## src/hw/rtl/prd_pkg.sv

```systemverilog
// Package for the packet route decision block: field widths, codes and types.
// Used by prd_ctrl, prd_datapath and packet_route_decision.
package prd_pkg;
    localparam int NumIfaces = 8;
    localparam int LinkW = 32;
    localparam int TableDepth = 256;
    localparam int IdxW = $clog2(TableDepth);
    localparam int EntryW = 3 + 8 + LinkW;

    localparam logic [1:0] CMD_ROUTE = 2'd0;
    localparam logic [1:0] CMD_SET = 2'd1;
    localparam logic [1:0] CMD_DEL = 2'd2;

    localparam logic [2:0] ACT_DUMP = 3'd0;
    localparam logic [2:0] ACT_SEND = 3'd1;
    localparam logic [2:0] ACT_SVC = 3'd2;
    localparam logic [2:0] ACT_MGMT = 3'd3;
    localparam logic [2:0] ACT_TABLE = 3'd4;

    localparam logic [7:0] ADDR_NONE = 8'd0;
    localparam logic [7:0] ADDR_DEBUG = 8'd1;
    localparam logic [2:0] IF_LOOP = 3'd0;
    localparam logic [2:0] IF_DEBUG = 3'd1;
    localparam logic [7:0] SVC_NONE = 8'd0;
    localparam logic [7:0] SVC_NETMAN = 8'd1;

    localparam logic [2:0] REG_NODE = 3'd0;
    localparam logic [2:0] REG_HUB = 3'd1;
    localparam logic [2:0] REG_NOROUTE = 3'd2;
    localparam logic [2:0] REG_LEARN = 3'd3;
    localparam logic [2:0] REG_BMASK = 3'd4;
    localparam logic [2:0] REG_PRESENT = 3'd5;

    typedef struct packed {
        logic       load;
        logic       lookup;
        logic       decide;
        logic       emit;
        logic       advance;
    } prd_cmd_t;

    typedef struct packed {
        logic       more;
    } prd_status_t;
endpackage

```

## src/hw/rtl/prd_ctrl.sv

```systemverilog
// Controller for the packet route decision block.
// Depends on prd_pkg.
module prd_ctrl import prd_pkg::*; (
    input  logic        aclk,
    input  logic        aresetn,
    input  logic        s_tvalid,
    output logic        s_tready,
    output logic        m_tvalid,
    input  logic        m_tready,
    input  prd_status_t status,
    output prd_cmd_t    cmd
);
    typedef enum logic [3:0] {
        ST_IDLE   = 4'b0001,
        ST_LOOK   = 4'b0010,
        ST_DECIDE = 4'b0100,
        ST_OUT    = 4'b1000
    } state_t;

    state_t state_reg, state_next;

    always_ff @(posedge aclk) begin
        if (!aresetn) begin
            state_reg <= ST_IDLE;
        end else begin
            state_reg <= state_next;
        end
    end

    always_comb begin
        state_next = state_reg;
        cmd = '0;
        s_tready = 1'b0;
        m_tvalid = 1'b0;
        unique case (state_reg)
            ST_IDLE: begin
                s_tready = 1'b1;
                if (s_tvalid) begin
                    cmd.load = 1'b1;
                    state_next = ST_LOOK;
                end
            end
            ST_LOOK: begin
                cmd.lookup = 1'b1;
                state_next = ST_DECIDE;
            end
            ST_DECIDE: begin
                cmd.decide = 1'b1;
                state_next = ST_OUT;
            end
            ST_OUT: begin
                m_tvalid = 1'b1;
                cmd.emit = 1'b1;
                if (m_tready) begin
                    cmd.advance = 1'b1;
                    if (!status.more) begin
                        state_next = ST_IDLE;
                    end
                end
            end
            default: state_next = ST_IDLE;
        endcase
    end
endmodule

```

## config.mk

```make
export PLATFORM = sky130hd
export DESIGN_NAME = prd_ctrl
export DESIGN_NICKNAME = d
export VERILOG_FILES = /design/src/hw/rtl/prd_pkg.sv /design/src/hw/rtl/prd_ctrl.sv
export SDC_FILE = /design/constraint.sdc
export NUM_CORES = 1
export LEC_CHECK = 0
export BUFFER_PORTS_ARGS = -buffer_cell sky130_fd_sc_hd__buf_2
export CAP_MARGIN = 40
export CELL_PAD_IN_SITES_DETAIL_PLACEMENT = 1
export CELL_PAD_IN_SITES_GLOBAL_PLACEMENT = 1
export CORE_AREA = 2 2 39 41
export DETAILED_ROUTE_END_ITERATION = 8
export DIE_AREA = 0 0 41 43
export HOLD_SLACK_MARGIN = 0.02
export PLACE_DENSITY_LB_ADDON = 0.1
export REMOVE_ABC_BUFFERS = 1
export SETUP_SLACK_MARGIN = 0.15
export SLEW_MARGIN = 15
export SYNTH_ARGS = -nofsm -noshare
export SYNTH_HDL_FRONTEND = slang
export SYNTH_SLANG_ARGS = --single-unit
```

## constraint.sdc

```tcl
create_clock -name aclk -period 3.08 [get_ports aclk]
set_input_delay 0.154 -clock aclk [delete_from_list [all_inputs] [get_ports aclk]]
set_output_delay 0.154 -clock aclk [all_outputs]
set_load 0.005 [all_outputs]
```

---- Yosys cells after proc, flatten, opt, wreduce, memory -nomap -nowiden ----
Cells that the tools add are included.
word-level totals
  register bits ........................... 4
  bits of input ports ..................... 5
  output and inout bits ................... 7
  logic and storage cells ................. 21
cells by class
  equality and inequality tests ........... 7
  muxes and demuxes ....................... 12
  reduce and logical (&&, ||, !) cells .... 1
operators by type and width
  cell                                            number
  one-hot mux 4 bit (4 select lines)              1
  2-to-1 mux 4 bit                                3
  2-to-1 mux 1 bit                                7
  != test 2 bit (second input constant)           3
  == test 4 x 1 -> 1 bit (second input constant)  1
  == test 4 x 2 -> 1 bit (second input constant)  1
  == test 4 x 3 -> 1 bit (second input constant)  1
  == test 4 bit (second input constant)           1
  AND reduction 3 bit                             1
  2-to-1 mux 2 bit                                1

---- Longest topological paths before layout ----
  word-level depth ........................ 3
  depth in mapped cells ................... 4
  mapped depth without buffers ............ 3

---- Worst setup path before layout ----
No wires, ideal clock.
  path kind ............................... register to register
  from .................................... register state_reg[1]
  to ...................................... register state_reg[0]
  setup time .............................. 0.114 ns
  arrival time ............................ 0.950 ns
  data required time ...................... 2.966 ns
  path slack .............................. 2.016 ns
  cell stages (with the launch flop) ...... 4
  path buffers ............................ 0
  clock period less this slack ............ 1.064 ns
  path through ............................ dfxtp_1 -> nor4b_4 -> o21ai_2 -> a21o_1
on the way
  longest elaborated chain between the ends .. 3
  elaborated cells on any way between the ends .. 9
  classes of those cells .................. eq/ne: 7; mux: 1; reduce/logical: 1
RTL lines
  what                                                            line            source
  start, declared                                                 prd_ctrl.sv:20  state_t state_reg, state_next;
  start signal, assigned                                          prd_ctrl.sv:26  state_reg <= state_next;
  == test 4 bit / == test 4 x 1 -> 1 bit (equally long branches)  prd_ctrl.sv:35  unique case (state_reg)
  != test 2 bit (no line)                                         -
  AND reduction 3 bit (no line)                                   -
Parallel ways exist; a longest one is shown, timed or not.
A chain may end at the register's enable or synchronous reset.

==> load_flow_metrics.sql <==
INSERT INTO impl_metrics (metric_group, metric, value, unit) VALUES
('status', 'outcome', 'finished clean', ''),
('critical_path', 'path_max_fanout', '5', ''),
('cts', 'post_cts_resized', '0', ''),
('floorplan', 'core_area', '1380', 'sq um'),
('floorplan', 'chipWidth', '41', 'um'),
('yosys', 'ys_ff_latch', '4', ''),
('grt', 'grt_pass1_vias', '250', ''),
('timing', 'finalHoldViolCount', '0', ''),
('detailed_routing', 'wl_per_cell', '10.6', 'um'),
('detailed_routing', 'detailroute.via_count', '209', ''),
('yosys', 'postSynthAreaPerCell', '10.5', 'sq um'),
('detailed_routing', 'routed_wirelength', '551', 'um'),
('floorplan', 'boundaryPins', '12', ''),
('yosys', 'netlist_top_cells_area', 'sky130_fd_sc_hd__dfxtp_1, sky130_fd_sc_hd__nor4b_4, sky130_fd_sc_hd__buf_4', ''),
('timing', 'fmax', '691', 'MHz'),
('cts', 'cts_hold_repair.buffers', '0', ''),
('grt', 'grt.busiest_layer', 'met2', ''),
('timing', 'timing_worst_slew_pin_value', '0.333', 'ns'),
('critical_path', 'timing.setup.critical_path_class', 'flop to output port', ''),
('critical_path', 'timing.critical_path.from_type', 'flop', ''),
('grt', 'grt_first_pass_wirelength', '910', 'um'),
('cts', 'cts.sink_count', '4', ''),
('timing', 'maxSlewHeadroom', '77.8', '%'),
('timing', 'rsz0062_at_grt', 'no', ''),
('detailed_routing', 'route.antenna.remaining_nets', '0', ''),
('yosys', 'ys_warn_count', '0', ''),
('cts', 'cts_root_buf', 'sky130_fd_sc_hd__clkbuf_4', ''),
('timing', 'final_min_period_over_clock_period', '47.0', '%'),
('pwr', 'power.density_cell_area', '455', 'nW/um^2'),
('floorplan', 'die_h', '43', 'um'),
('floorplan', 'die_area', '1760', 'sq um'),
('yosys', 'ys_types', '15', ''),
('yosys', 'number_of_instances_in_the_synthesized_netlist', '24', ''),
('grt', 'global_route.usage.total', '7.84', '%'),
('timing', 'setup_slack', '1.63', 'ns'),
('cts', 'cts_tree', 'yes', ''),
('cts', 'clk-insertion-delay-late', '0.23', 'ns'),
('pwr', 'power', '152', 'uW'),
('grt', 'globalRoute.totalOverflow', '0', ''),
('worst_hold_path', 'hold_class', 'input pin to flop', ''),
('finish', 'num-fill-cells', '161', ''),
('yosys', 'post_synthesis_async_set_or_reset_flop_share', '0', '%'),
('grt', 'grt_util_met1', '7.42', '%'),
('grt', 'grt_antenna_before_repair', '0', ''),
('critical_path', 'cp.arrival', '1.29', 'ns'),
('flow_run', 'max-cap-violations', '0', ''),
('placed_design', 'detailedPlace.worstSlack', '1.86', 'ns'),
('yosys', 'ys_seq_area_share', '31.8', '%'),
('cts', 'cts-htree-levels', '1', ''),
('detailed_routing', 'dr.first_iter.drc_count', '0', ''),
('detailed_routing', 'avgViaCountPerCell', '4.02', ''),
('cts', 'clock_input_transition_at_the_sequential_cells_of_the_worst_setup_and_hold_paths', '0.04', 'ns'),
('timing', 'timing.final.setup_violations', '0', ''),
('timing', 'final.setup.tns', '0', 'ns'),
('timing', 'fin_skew', '0.000405', 'ns'),
('yosys', 'postSynth.topFlopCell', 'sky130_fd_sc_hd__dfxtp_1', ''),
('pwr', 'p_leak', '0.177', 'nW'),
('cts', 'ctsLongestPathBuffers', '2', ''),
('finish', 'final_cell_area', '334', 'sq um'),
('finish', 'flip_flop_count_of_the_largest_register_all_copies_and_words_added', '4', ''),
('placed_design', 'detailed_place_hpwl', '454', 'um'),
('timing', 'slew_viol_final', '0', ''),
('detailed_routing', 'drc', '0', ''),
('yosys', 'synth.largest_area_cell', 'sky130_fd_sc_hd__dfxtp_1', ''),
('yosys', 'post-synth-top-area-fraction', '31.8', '%'),
('critical_path', 'critPathCaptureType', 'output port', ''),
('floorplan', 'initial_utilization', '18.2', '%'),
('yosys', 'post_synth_most_frequent_cells', 'sky130_fd_sc_hd__dfxtp_1, sky130_fd_sc_hd__inv_1', ''),
('yosys', 'yosysMostFrequentCell', 'sky130_fd_sc_hd__dfxtp_1', ''),
('finish', 'share_of_cells_above_drive_strength_1', '52.8', '%'),
('critical_path', 'data_required_time_of_the_critical_path', '2.93', 'ns');
-- critical path, cell delays in order, from the launching register on --
cell                      delay (ns)
sky130_fd_sc_hd__dfxtp_1        0.38
sky130_fd_sc_hd__nor4b_4        0.38
sky130_fd_sc_hd__and2_2         0.20
sky130_fd_sc_hd__buf_2          0.10
-- cell families (layout without fill, tap and decap cells) --
kind of cell    after synthesis  after routing  share of synthesized area (%)
simple gates                  9              9                           39.8
compound gates                5              5                           14.4
buf+inv                       5             17                           10.4
flops                         4              4                           31.8
xor+xnor                      1              1                           3.48
-- report_power, final --
part	switching [mW]	internal, mW
clock	0.0218	0.0436
combinational	0.0104	0.0152
sequential	0.00588	0.0551
total	0.0381	0.114
-- per-stage QoR --
stage	instances	hold WS, ns	util, %
floorplan	22	0.276	-
global placement	49	0.378	22.5
detailed placement	49	0.388	22.5
CTS	52	0.149	24.1
global route	52	0.172	24.1
finish	52	0.157	24.1
-- cells in the final DEF, fill, tap and decap left out --
master                     synthesis  layout
sky130_fd_sc_hd__and2_2            1       1
sky130_fd_sc_hd__and2_1            2       2
sky130_fd_sc_hd__nor2_1            1       1
sky130_fd_sc_hd__nor4b_2           1       1
sky130_fd_sc_hd__nor4b_4           2       2
sky130_fd_sc_hd__a21bo_1           1       1
sky130_fd_sc_hd__dfxtp_1           4       4
sky130_fd_sc_hd__xor2_1            1       1
sky130_fd_sc_hd__a21o_1            1       1
sky130_fd_sc_hd__clkbuf_4          0       3
sky130_fd_sc_hd__inv_1             3       3
sky130_fd_sc_hd__nand3b_1          1       1
sky130_fd_sc_hd__and3_1            1       1
sky130_fd_sc_hd__o21ai_2           1       1
sky130_fd_sc_hd__buf_2             0      11
sky130_fd_sc_hd__a21oi_1           2       2
-- routing by layer --
metal,wire length [um],part of all wire (%)
met1,222,40
met2,302,55
met3,26,4.7
met4,0,0
met5,0,0
-- area by class of cell --
cell class	instances	area, sq um	area share (%)
Clock buffer	3	22.5	6.74
Inverter	3	11.3	3.37
Timing Repair Buffer	11	55.1	16.5
Tap cell	16	20.0	5.99
Sequential cell	4	80.1	24.0
Multi-Input combinational cell	15	145	43.4
-- path summary, 6_finish.rpt --
check | slack (ns) | depth (start not counted) | from | to
worst max-delay path | 1.63 | 3 | state_reg[1] | cmd[4]
worst min-delay path | 0.16 | 2 | aresetn | state_reg[2]
worst max register to register | 1.96 | 3 | state_reg[3] | state_reg[0]
worst min register to register | 0.66 | 2 | state_reg[2] | state_reg[3]
Power figures use the tool's default switching activity.
